$ cat src/hw/rtl/sxb_fifo.sv
// Small register FIFO used for the op queue and the result queue.
module sxb_fifo #(
    parameter int WIDTH = 8,
    parameter int DEPTH = 4
) (
    input  logic                             clk,
    input  logic                             rst_n,
    input  logic                             wr_en,
    input  logic [WIDTH-1:0]                 wr_data,
    input  logic                             rd_en,
    output logic [WIDTH-1:0]                 rd_data,
    output logic                             is_full,
    output logic                             is_empty,
    output logic [$clog2(DEPTH+1)-1:0]       count
);
    localparam int PTR_W = (DEPTH > 1) ? $clog2(DEPTH) : 1;
    localparam int CNT_W = $clog2(DEPTH + 1);

    logic [WIDTH-1:0] entries_reg [DEPTH];
    logic [PTR_W-1:0] wr_ptr_reg, wr_ptr_next;
    logic [PTR_W-1:0] rd_ptr_reg, rd_ptr_next;
    logic [CNT_W-1:0] count_reg, count_next;

    function automatic logic [PTR_W-1:0] ptr_inc(input logic [PTR_W-1:0] p);
        logic [PTR_W-1:0] r;
        if (p == PTR_W'(DEPTH - 1))
            r = '0;
        else
            r = p + PTR_W'(1);
        return r;
    endfunction

    always_comb
    begin
        wr_ptr_next = wr_en ? ptr_inc(wr_ptr_reg) : wr_ptr_reg;
        rd_ptr_next = rd_en ? ptr_inc(rd_ptr_reg) : rd_ptr_reg;
        count_next  = count_reg;
        if (wr_en && !rd_en)
            count_next = count_reg + CNT_W'(1);
        else if (rd_en && !wr_en)
            count_next = count_reg - CNT_W'(1);
    end

    always_ff @(posedge clk or negedge rst_n)
    begin
        if (!rst_n)
        begin
            wr_ptr_reg <= '0;
            rd_ptr_reg <= '0;
            count_reg  <= '0;
        end
        else
        begin
            wr_ptr_reg <= wr_ptr_next;
            rd_ptr_reg <= rd_ptr_next;
            count_reg  <= count_next;
        end
    end

    always_ff @(posedge clk)
    begin
        if (wr_en)
            entries_reg[wr_ptr_reg] <= wr_data;
    end

    assign rd_data  = entries_reg[rd_ptr_reg];
    assign is_full  = (count_reg == CNT_W'(DEPTH));
    assign is_empty = (count_reg == '0);
    assign count    = count_reg;
endmodule

$ cat config.mk
export PLATFORM = sky130hd
export DESIGN_NAME = sxb_fifo
export DESIGN_NICKNAME = d
export VERILOG_FILES = /design/src/hw/rtl/sxb_fifo.sv
export SDC_FILE = /design/constraint.sdc
export NUM_CORES = 1
export LEC_CHECK = 0
export BUFFER_PORTS_ARGS = -buffer_cell sky130_fd_sc_hd__buf_4
export CORE_UTILIZATION = 35
export DETAILED_ROUTE_END_ITERATION = 12
export GPL_TIMING_DRIVEN = 0
export HOLD_SLACK_MARGIN = 0.02
export SLEW_MARGIN = 20
export SYNTH_ARGS = -nofsm -noshare
export SYNTH_HDL_FRONTEND = slang
export SYNTH_SLANG_ARGS = --single-unit
$ cat constraint.sdc
create_clock -name clk -period 1.5 [get_ports clk]
set_input_delay 0.15 -clock clk [delete_from_list [all_inputs] [get_ports clk]]
set_output_delay 0.15 -clock clk [all_outputs]
set_load 0.02 [all_outputs]
# Word-level counts from Yosys, hierarchy flattened
# Memories as Yosys holds them, arrays and structs flattened.
# Cells that the tools add are included.
# op_classes
addsub,4
muxes,6
eq_ne,3
reduce_logical,6
# ops
cell,count
3-bit two-way mux,2
2-bit by 1-bit adder with 2-bit output (second input constant),2
2-bit == test (second input constant),2
2-bit two-way mux,2
3-bit by 1-bit adder with 3-bit output (second input constant),1
3-bit == test (second input constant),1
3-bit zero test,1
3-bit by 1-bit subtractor with 3-bit output (second input constant),1
1-bit logical AND,2
1-bit zero test,2
1-bit two-way mux,2
2-bit nonzero test,1
# totals
elab_cells,23
out_inout_bits,13
memories,1
reg_bits,7
input_bits,12
mem_bits_rw,32
# memory_table
name,words,width,rd,rd_clocked_by_memory_dff,wr,line,rtl
entries_reg,4,8,1,0,1,19,logic [WIDTH-1:0] entries_reg [DEPTH];

# Depth between registers and ports, before layout
# depth
ltp_word,4
depth_mapped,7
depth_no_buf,7

# Worst setup path after synthesis
# No wires, ideal clock.
# synth_path
path_type,register -> register
from,"register count_reg[0], in the netlist count[0]"
to,"register count_reg[2], in the netlist count[2]"
t_arrival_ns,1.322
n_path_buf,0
stages_incl_launch_ff,5
slack_ns,0.099
cell_sequence,dfrtp_1 -> fa_1 -> xor2_1 -> nor2_1 -> xor2_1
# synth_between
elab_chain_len,3
elab_cells_between_ends,4
cone_classes,2 x add/sub; 2 x mux
# synth_rtl
item,line,rtl
from (decl),22,"logic [CNT_W-1:0] count_reg, count_next;"
from (signal assigned),56,count_reg <= count_next;
3-bit by 1-bit subtractor with 3-bit output,41,count_next = count_reg - CNT_W'(1);
3-bit two-way mux,40,else if (rd_en && !wr_en)
3-bit two-way mux *,38,if (wr_en && !rd_en)
# Every way passes the cells marked *; elsewhere a longest branch is shown, timed or not. The select of a mux whose other input is x is not followed.
# A chain may end at the register's enable or synchronous reset.

# Worst setup path in the final report
# layout_path
from,register rd_ptr_reg[0]
to,output port rd_data[3]
# layout_between
elab_chain_len,1
# layout_rtl
item,line,rtl
from (decl),21,"logic [PTR_W-1:0] rd_ptr_reg, rd_ptr_next;"
from (signal assigned),55,rd_ptr_reg <= rd_ptr_next;
memory 4 x 8 bit,--,
to (decl),11,"output logic [WIDTH-1:0] rd_data,"
# Every way passes these cells.

==> impl_metrics.toml <==
[worst_setup_path]
max_stage_delay_ps = 520
cp_top_family = "multiplexers"
worstSetupPathType = "reg2out"
reg2reg_slack_ps = 100
rr_endpoint = "count[2]$_DFFE_PN0P_"
crit_path_cell_trace = "buf_8 > mux4_2 > buf_6"
cpMaxStageDelayCell = "mux4_2"
crit_buf_inv = 2
endpoint_kind = "output pin"
crit_required_ps = 1350
cp_num_cells = 3
startpoint = "rd_ptr_reg[0]$_DFFE_PN0P_"
cp.arrival_ps = 1520
reg2reg_from = "count[1]$_DFFE_PN0P_"
ff2ff_path_depth = 4
start_kind = "flip-flop"
cp-endpoint = "rd_data[3]"
path_max_fanout = 5

[detailed_routing]
vias = 797
routedWlPerCell_um = 16.0
drt_iter0_drc = 54
via_per_inst = 4.83
totalWireLength_mm = 2.65
dr.pass1.iters = 2
ant_nets = 0
drc = 0

[power]
powerDensity_nw_per_um2 = 1940
leakage_nw = 0.753
peakVddDrop_v = 0.000897
power.total_mw = 3.84

[placed_design]
place_hpwl_mm = 1.81
portBuffers = 24
pre_cts_ws_ps = 12.6
gp_congestion = 0.604
dp_cells = 153

[floorplan]
die_area_um2 = 4760
fp.coreArea_um2 = 4140
die_height_um = 69.0
pin_count = 25
rows = 23
start_util_pct = 37.9
die_w_um = 69.0

[synth]
synth_nets = 98
syn_area_um2 = 1570
syn-instance-count = 79
yosysWarnings = 0
synth-edff-count = 32
synth-seq-cells = 39
ys.flop_type = "edfxtp_1"
yosysSeqAreaShare_pct = 72.4
synth_cell_types = 18
synthArstFlopShare_pct = 17.9
syn_avg_cell_area_um2 = 19.9

[clock_network]
cts_buffer_depth = 2
cts_sinks = 39
htree_levels = 2
cts-root-buf = "clkbuf_8"
cts_tree = "yes"
clock_latency_ps = 280
cts_buffers = 5
cts.clk_slew.worst_paths_ps = 70

[sta]
relSlewSlack_pct = 69.9
worst_slack_ps = -170
finalCritPeriodShare_pct = 111
maxSlewViolCount = 0
skew_ps = 5.06
setup_viol = 8
hold_viol_final = 0
rsz0062_at_grt = "yes"
period_minus_slack_ps = 1670
worst-slew-pin-transition_ps = 451
finalSetupTns_ps = -1270
fmax_ghz = 0.599

[global_routing]
overflow = 0
grt_max_degree = 12
grt_usage_pct = 13.4
grt_pass1_vias = 870
grt_first_pass_wirelength_mm = 4.13
antenna_found_initial = 0

[finish]
largest_reg_flops = 32
syn_to_final_growth_pct = 26.3
antenna_cells = 0
utilization_pct = 47.9
stdcell_count = 165
drive_above_1_share_pct = 43.5
nNetsFinal = 133

[status]
status = "finished, violations left"
violations = "negative setup slack"

[hold_path]
hp-class = "in2reg"

[run]
cap_violations = 0
==> what timing repair did <==
item                                    CTS  global route
endpoints found under the hold margin     7             0
endpoints found under the setup margin    8            25
resized for setup                         9             4
gates cloned                              0             1
pin swaps                                 0             0
setup buffers                             1             1
hold buffers                              1             0
==> through the flow <==
| step | cell area [um2] | hold slack, ps |
|---|---|---|
| global route | 1980 | 49.2 |
| detailed placement | 1810 | -31.1 |
| finish | 1980 | 59.9 |
| floorplan | 1570 | -146 |
| CTS | 1950 | 56.0 |
| global placement | 1810 | -33.7 |
==> final cells by class <==
class / instances / area [um2]
clock buffer: 7 / 76.3
tap: 50 / 62.6
buffer: 2 / 20.0
clock inverter: 1 / 5.00
inverter: 5 / 18.8
timing repair buffer: 28 / 260
fill: 371 / 2160
sequential: 39 / 1140
multi-input combinational: 33 / 402
==> routing by layer <==
layer	up-vias	part of all wire, %	track usage [%]
li1	367	-	-
met1	400	43	15.0
met2	23	51	22.2
met3	7	4.0	3.95
met4	0	1.9	8.42
met5	-	0	0
==> power breakdown <==
part	switching (mW)	internal (mW)	total, mW
combinational	0.767	0.857	1.62
clock	0.333	0.326	0.659
sequential	0.128	1.43	1.56
total	1.23	2.61	3.84
==> cell usage after synthesis, types with 2 or more instances <==
cell type | count | area share, %
edfxtp_1 | 32 | 61
mux4_2 | 8 | 11
dfrtp_1 | 7 | 11
ha_1 | 6 | 4.8
inv_1 | 5 | 1.2
and2_1 | 4 | 1.6
mux2_2 | 3 | 2.2
nor2_1 | 2 | 0.48
o21ai_0 | 2 | 0.64
xor2_1 | 2 | 1.1
==> layout by cell type (no fill, tap or decap) <==
| cell type | count |
|---|---|
| clkbuf_8 | 5 |
| xor2_1 | 2 |
| inv_1 | 5 |
| and2_1 | 2 |
| mux2_2 | 3 |
| mux4_2 | 8 |
| o21ai_0 | 2 |
| dfrtp_1 | 5 |
| clkinv_2 | 1 |
| buf_6 | 8 |
| and2_2 | 2 |
| buf_4 | 18 |
| xnor2_1 | 1 |
| nor3b_1 | 1 |
| ha_1 | 6 |
| buf_2 | 1 |
| nor3_1 | 1 |
| edfxtp_1 | 32 |
| clkbuf_16 | 1 |
| buf_8 | 1 |
| dlygate4sd3_1 | 1 |
| dfrtp_2 | 2 |
| nor2_1 | 2 |
| clkbuf_1 | 2 |
| nand3_1 | 1 |
| nand2_1 | 1 |
| fa_1 | 1 |
==> cell families after synthesis <==
logic type	Yosys count	share of synthesized area (%)
flops	39	72.4
mux	11	13.6
simple gates	10	3.43
buf+inv	7	2.23
fa+ha+maj	7	6.06
xor+xnor	3	1.67
compound gates	2	0.637
==> worst min-delay path by stage <==
stage | from | to | slack [ps] | depth (start not counted)
finish | wr_data[2] | entries_reg[1][2]$_DFFE_PP_ | 60 | 1
global route | wr_data[2] | entries_reg[2][2]$_DFFE_PP_ | 50 | 1
CTS | wr_data[2] | entries_reg[2][2]$_DFFE_PP_ | 60 | 1
detailed placement | rst_n | wr_ptr_reg[1]$_DFFE_PN0P_ | -30 | 1
global placement | rst_n | wr_ptr_reg[1]$_DFFE_PN0P_ | -30 | 1
floorplan | rst_n | count[0]$_DFFE_PN0P_ | -150 | 0
(Power assumes the default switching activity.)
