==> src/hw/rtl/sxb_pkg.sv <==
// Shared types and constants for the shifted XOR sprite blitter.
package sxb_pkg;

    typedef enum logic [1:0] {
        CMD_BEGIN = 2'd0,
        CMD_DATA  = 2'd1,
        CMD_READ  = 2'd2,
        CMD_NONE  = 2'd3
    } cmd_t;

    typedef enum logic [1:0] {
        OP_READ   = 2'd0,
        OP_XOR    = 2'd1,
        OP_FINISH = 2'd2
    } op_kind_t;

    localparam logic RES_READ   = 1'b0;
    localparam logic RES_FINISH = 1'b1;

    typedef struct packed {
        op_kind_t kind;
        logic     has_spill;
        logic     main_ok;
        logic     spill_ok;
        logic     finish;
    } op_ctl_t;

    localparam int OP_DEPTH   = 4;
    localparam int OP_CNT_W   = $clog2(OP_DEPTH + 1);
    localparam int RES_DEPTH  = 4;
    localparam int RES_CNT_W  = $clog2(RES_DEPTH + 1);
    localparam int RES_W      = 9;

endpackage

==> src/hw/rtl/sxb_front.sv <==
// Front end: decodes beats, tracks the sprite cursor and issues frame store ops.
module sxb_front #(
    parameter int BYTES_PER_ROW = 80,
    parameter int ROWS          = 400
) (
    input  logic                   clk,
    input  logic                   rst_n,
    input  logic                   accept,
    input  logic [1:0]             command,
    input  logic [9:0]             start_x,
    input  logic [8:0]             start_y,
    input  logic [6:0]             sprite_width_bytes,
    input  logic [8:0]             sprite_rows,
    input  logic [7:0]             pixel_byte,
    input  logic [14:0]            read_address,
    output logic                   op_push,
    output sxb_pkg::op_ctl_t       op_ctl,
    output logic [((BYTES_PER_ROW*ROWS > 1) ? $clog2(BYTES_PER_ROW*ROWS) : 1)-1:0] op_addr,
    output logic [7:0]             op_main,
    output logic [7:0]             op_spill
);
    import sxb_pkg::*;

    localparam int STORE  = BYTES_PER_ROW * ROWS;
    localparam int ADDR_W = (STORE > 1) ? $clog2(STORE) : 1;
    localparam int CUR_W  = $clog2(1024 * BYTES_PER_ROW + 257);

    logic [CUR_W-1:0] cursor_reg, cursor_next;
    logic [6:0]       bytes_left_reg, bytes_left_next;
    logic [8:0]       rows_left_reg, rows_left_next;
    logic [2:0]       shift_reg, shift_next;
    logic [6:0]       row_width_reg, row_width_next;

    logic [CUR_W-1:0] start_addr;
    logic [CUR_W-1:0] cur_inc;
    logic [CUR_W-1:0] row_next;
    logic [15:0]      shifted;
    logic [31:0]      rd_ext;
    logic             sprite_empty;

    always_comb
    begin
        start_addr   = CUR_W'(32'(start_y) * 32'(BYTES_PER_ROW) + 32'(start_x[9:3]));
        cur_inc      = cursor_reg + CUR_W'(1);
        row_next     = cur_inc - CUR_W'(row_width_reg) + CUR_W'(BYTES_PER_ROW);
        shifted      = {pixel_byte, 8'h00} >> shift_reg;
        rd_ext       = 32'(read_address);
        sprite_empty = (sprite_width_bytes == '0) || (sprite_rows == '0);

        cursor_next     = cursor_reg;
        bytes_left_next = bytes_left_reg;
        rows_left_next  = rows_left_reg;
        shift_next      = shift_reg;
        row_width_next  = row_width_reg;

        op_push          = 1'b0;
        op_ctl.kind      = OP_XOR;
        op_ctl.has_spill = (shift_reg != '0);
        op_ctl.main_ok   = (cursor_reg < CUR_W'(STORE));
        op_ctl.spill_ok  = (cur_inc < CUR_W'(STORE));
        op_ctl.finish    = 1'b0;
        op_addr          = cursor_reg[ADDR_W-1:0];
        op_main          = shifted[15:8];
        op_spill         = shifted[7:0];

        if (accept)
        begin
            unique case (cmd_t'(command))
                CMD_BEGIN:
                begin
                    cursor_next     = start_addr;
                    shift_next      = start_x[2:0];
                    row_width_next  = sprite_width_bytes;
                    rows_left_next  = sprite_empty ? '0 : sprite_rows;
                    bytes_left_next = sprite_empty ? '0 : sprite_width_bytes;
                    if (sprite_empty)
                    begin
                        op_push     = 1'b1;
                        op_ctl.kind = OP_FINISH;
                    end
                end
                CMD_DATA:
                begin
                    if ((rows_left_reg != '0) && (bytes_left_reg != '0))
                    begin
                        op_push         = 1'b1;
                        cursor_next     = cur_inc;
                        bytes_left_next = bytes_left_reg - 7'd1;
                        if (bytes_left_reg == 7'd1)
                        begin
                            rows_left_next = rows_left_reg - 9'd1;
                            if (rows_left_reg == 9'd1)
                                op_ctl.finish = 1'b1;
                            else
                            begin
                                bytes_left_next = row_width_reg;
                                cursor_next     = row_next;
                            end
                        end
                    end
                end
                CMD_READ:
                begin
                    op_push        = 1'b1;
                    op_ctl.kind    = OP_READ;
                    op_ctl.main_ok = (rd_ext < 32'(STORE));
                    op_addr        = rd_ext[ADDR_W-1:0];
                end
                CMD_NONE:
                begin
                end
            endcase
        end
    end

    always_ff @(posedge clk or negedge rst_n)
    begin
        if (!rst_n)
        begin
            cursor_reg     <= '0;
            bytes_left_reg <= '0;
            rows_left_reg  <= '0;
            shift_reg      <= '0;
            row_width_reg  <= '0;
        end
        else
        begin
            cursor_reg     <= cursor_next;
            bytes_left_reg <= bytes_left_next;
            rows_left_reg  <= rows_left_next;
            shift_reg      <= shift_next;
            row_width_reg  <= row_width_next;
        end
    end
endmodule

==> config.mk <==
export PLATFORM = sky130hd
export DESIGN_NAME = sxb_front
export DESIGN_NICKNAME = d
export VERILOG_FILES = /design/src/hw/rtl/sxb_pkg.sv /design/src/hw/rtl/sxb_front.sv
export SDC_FILE = /design/constraint.sdc
export NUM_CORES = 1
export LEC_CHECK = 0
export ABC_AREA = 1
export BUFFER_PORTS_ARGS = -buffer_cell sky130_fd_sc_hd__buf_2
export CELL_PAD_IN_SITES_DETAIL_PLACEMENT = 0
export CELL_PAD_IN_SITES_GLOBAL_PLACEMENT = 1
export CORE_MARGIN = 4
export CORE_UTILIZATION = 40
export CTS_BUF_LIST = sky130_fd_sc_hd__clkbuf_16
export CTS_CLUSTER_DIAMETER = 40
export DETAILED_ROUTE_END_ITERATION = 8
export PLACE_DENSITY = 0.8
export SYNTH_ARGS = -nofsm -noshare
export SYNTH_HDL_FRONTEND = slang
export SYNTH_SLANG_ARGS = --single-unit
==> constraint.sdc <==
create_clock -name clk -period 3.55 [get_ports clk]
set_input_delay 0.71 -clock clk [delete_from_list [all_inputs] [get_ports clk]]
set_output_delay 0.71 -clock clk [all_outputs]
set_load 0.05 [all_outputs]
# After elaboration in Yosys (flattened, before gate mapping)
# Index checks and enable logic that the tools add are counted.
[word_totals] ff_bits=43 latchBits=0 ramBits=0 mem_bits_ro=0 inputBits=63 output_inout_bits=38 elab_cells=63 memories=0
[classes] addsub=6 multipliers=1 div=0 order_cmp=3 n_eq_ne=6 n_shift=1 n_mux=29 bitwise=0 n_reduce_logical=12
[op_table] cell="$mux W17" count=3
[op_table] cell="$lt A17 B15 Y1 const B" count=2
[op_table] cell="$pmux W17 S2" count=1
[op_table] cell="$mux W15" count=2
[op_table] cell="$mux W7" count=4
[op_table] cell="$mux W9" count=3
[op_table] cell="$pmux W9 S2" count=1
[op_table] cell="$add A16 B7 Y17" count=1
[op_table] cell="$add A17 B1 Y17 const B" count=1
[op_table] cell="$add A17 B7 Y17 const B" count=1
[op_table] cell="$sub A17 B7 Y17" count=1
[op_table] cell="$shr A16 B3 Y16" count=1
[op_table] cell="$lt A15 B15 Y1 const B" count=1
[op_table] cell="$pmux W7 S2" count=1
[op_table] cell="$mul A9 B3 Y12 const B" count=1
[op_table] cell="$mux W1" count=10
[op_table] cell="$eq A9 B1 Y1 const B" count=1
[op_table] cell="$logic_not A9 Y1" count=1
[op_table] cell="$reduce_bool A9 Y1" count=1
[op_table] cell="$sub A9 B1 Y9 const B" count=1
[op_table] cell="$eq A7 B1 Y1 const B" count=1
[op_table] cell="$logic_not A7 Y1" count=1
[op_table] cell="$reduce_bool A7 Y1" count=1
[op_table] cell="$sub A7 B1 Y7 const B" count=1
[op_table] cell="14 further kinds" count=16

# Longest topological paths before layout
[depth] depth_word=7 depth_mapped=23 mapped_depth_nobuf=23

# Worst setup path before layout
# No wires, ideal clock.
[synth_timing] kind="input -> output" startpoint="in command[0]" endpoint="out op_ctl[0] in the netlist's numbering" arrival_time_ns=2.753 t_required_ns=2.840 path_slack_ns=0.087 path_stages=5 n_path_buf=1 path_cell_list="inv_1 nor2_1 inv_1 clkbuf_1 nor4_1"
[synth_lines] item="from (decl)" line="sxb_front.sv:9" rtl="input logic [1:0] command,"
[synth_lines] item="to (decl)" line="sxb_front.sv:17" rtl="output sxb_pkg::op_ctl_t op_ctl,"

==> flow_summary.json <==
{
  "cp_cell_sequence": "ha_1 > nand2_1 > nor2_4 > nand3_2 > nor2_4 > nand3_2 > nor2_2 > xor2_2 > inv_1 > ha_1 > nand4_1 > o21a_1 > clkbuf_4",
  "synth.avg_cell_area_um2": 6.61,
  "ir_worst_vdd_mv": 0.229,
  "wl_per_cell_um": 14.3,
  "grt_pass1_vias": 4914,
  "dpl_cell_area_um2": 5530,
  "tightest_slew_ns": 0.968,
  "drtIter0Drc": 246,
  "cts-htree-levels": 2,
  "synthFlopType": "dfrtp_1",
  "grtUsageTotal_pct": 19.8,
  "ios": 101,
  "clock_latency_ns": 0.29,
  "final_nets": 944,
  "tritoncts": "yes",
  "drc": 0,
  "numPortBuffers": 99,
  "layout.cells.non_filler": 979,
  "grt_start_max_net_pins": 34,
  "rsz0062_at_grt": "false",
  "layout-drive-gt1-share_pct": 18.1,
  "dp_cells": 971,
  "critPathMaxFanout": 5,
  "min_period_ns": 3.33,
  "place_hpwl_um": 11200,
  "switching_share_pct": 51.8,
  "timing.hold.ws_ns": 0.507,
  "dr.pass1.iters": 5,
  "viasPerCell": 5.19,
  "wirelength_um": 14000,
  "initial_utilization_pct": 40.7,
  "synth-seq-cells": 43,
  "synthTopCellsByArea": "dfrtp_1 22%, ha_1 12%, nand2_1 12%, inv_1 7.6%, o21ai_0 7.0%",
  "coreArea_um2": 12000,
  "drv_cap": 0,
  "netlist_instances": 740,
  "vias": 5083,
  "largest_reg_flops": 17,
  "fp.dieW_um": 119,
  "yosysUniqueCellTypes": 48,
  "synth_top_cells_by_count": "155 x nand2_1, 99 x inv_1, 78 x nor2_1",
  "numCtsBuffers": 5,
  "crit_buf_inv": 2,
  "power_frac_seq_pct": 23.0,
  "status": "complete, no violations",
  "diodes": 0,
  "slew_violations": 0,
  "clkPwrFrac_pct": 15.2,
  "r2r_slack_ns": 0.45,
  "cp-start-kind": "flip-flop",
  "overflow": 0,
  "antenna_found_initial": 0,
  "power_mw": 3.05,
  "setup_viol": 0,
  "fmax_ghz": 0.300,
  "finalClockSkew_ns": 0.0107,
  "yosysTopAreaCellShare_pct": 22.0,
  "async_reset_ff_share_pct": 100,
  "pwr-share-comb_pct": 61.8,
  "ant_nets": 0,
  "critPathKind": "flip-flop to output port",
  "place_congestion": 0.907,
  "cellLeakagePower_nw": 2.95,
  "internal_power_mw": 1.47,
  "min_period_over_period_pct": 93.9,
  "max_stage_delay_ns": 0.41,
  "place_ws_ns": 0.405,
  "grt_pass1_wl_um": 23300,
  "p_switching_mw": 1.58,
  "post_cts_buffers": 0,
  "crit_family": "simple AND/OR/NAND/NOR gates",
  "cts_hold_buf": 0,
  "area_delta_synth_final_pct": 16.5,
  "hold_viol": 0,
  "fin_ws_ns": 0.216,
  "worstPathArrival_ns": 2.62,
  "slew_headroom_pct": 35.3,
  "cts_root_buffer": "clkbuf_16",
  "yosys_warnings": 0,
  "cts_num_sinks": 43,
  "critPathRequiredTime_ns": 2.84,
  "syn_nets": 853,
  "power.density_nw_per_um2": 536,
  "synth-seq-area-share_pct": 22.0,
  "yosys.area.top_type": "dfrtp_1",
  "die_h_um": 119,
  "slowest_stage": "dfrtp_1",
  "fin_util_pct": 47.4,
  "rows": 40,
  "yosysMostFrequentCell": "nand2_1",
  "synth_edf_count": 0,
  "clockBufferDepth": 2,
  "design_area_um2": 5700,
  "synth_area_um2": 4890,
  "hold_path_class": "input port to asynchronous set/reset pin",
  "fin_tns_setup_ns": 0,
  "cp-end-kind": "output port",
  "clk_pin_slew_ns": 0.06,
  "die-area_um2": 14100
}
-- worst paths after layout --
check | from | end | cells after the start
min reg2reg | row_width_reg[1] | row_width_reg[1] | 2
min in group clk | row_width_reg[1] | row_width_reg[1] | 2
max | cursor_reg[0] | op_ctl[1] | 13
max in group asynchronous | rst_n | bytes_left_reg[5] | 2
max reg2reg | cursor_reg[0] | cursor_reg[16] | 23
min | rst_n | cursor_reg[15] | 1
-- power groups by stage --
stage / clock [mW] / sequential (mW) / combinational [mW]
final: 0.463 / 0.701 / 1.89
after global routing: 0.492 / 0.719 / 2.11
after CTS: 0.473 / 0.699 / 1.88
after detailed placement: 0 / 0.707 / 1.86
after global placement: 0 / 0.705 / 1.84
after floorplan: 0 / 0.669 / 1.47
-- cell type report --
| cell class | instances | area (um^2) |
|---|---|---|
| fillers | 1239 | 6320 |
| multi-input cells | 572 | 3350 |
| flip-flops and latches | 43 | 1080 |
| repair buffers | 108 | 566 |
| inverters | 101 | 379 |
| well taps | 147 | 184 |
| clock buffers | 5 | 125 |
| clock inverters | 3 | 17.5 |
-- per-layer routing --
layer | vias to the layer above | GRT usage, % | share of wire (%)
met2 | 131 | 33.5 | 45
met1 | 2306 | 26.6 | 48
li1 | 2632 | - | -
met3 | 14 | 2.97 | 5.2
met5 | - | 0 | 0
met4 | 0 | 4.42 | 1.4
-- worst reg2reg max path, cell delays in order, from the launching register on --
cell and delay, ns:
dfrtp_1 0.41, ha_1 0.20, nand2_1 0.10, nor2_4 0.16, nand3_1 0.10, xor2_1 0.17
ha_1 0.29, inv_1 0.04, ha_1 0.35, nand2_1 0.09, nor2_1 0.11, nand3_1 0.08
nand2_1 0.10, nand2_1 0.09, nand3_2 0.10, nand3_1 0.07, nand2_1 0.11, nand2_1 0.10
nand2_1 0.07, nand2_1 0.05, nand3_1 0.07, nand2_1 0.05, nand2_1 0.05, nand2_1 0.05
-- timing repair --
action | CTS | global route
setup endpoints to repair | 0 | 1
endpoints found under the hold margin | 0 | 0
gates resized for setup | 0 | 4
-- placed cells by master, fill, tap and decap left out, drive strengths merged, types with 8 or more instances in the layout --
cell    Yosys  layout
nand2     164     164
buf        11     107
inv       100     101
nor2       84      84
o21ai      76      76
a21oi      54      54
ha         47      47
dfrtp      43      43
nand3      40      40
xor2       23      23
nand4      11      11
o211ai      9       9
a31oi       8       8
-- logic make-up after synthesis --
logic type,count (synthesis),share of synthesized area (%)
adders and majority gates,50,13.3
and+or+nand+nor,314,28.2
xor gates and xnor gates,30,5.37
AOI/OAI and AO/OA,169,19.4
DFF,43,22.0
other,1,0.0767
buffers and inverters,125,9.98
muxes,8,1.71
Note: power is estimated with default switching activity, not from simulation.
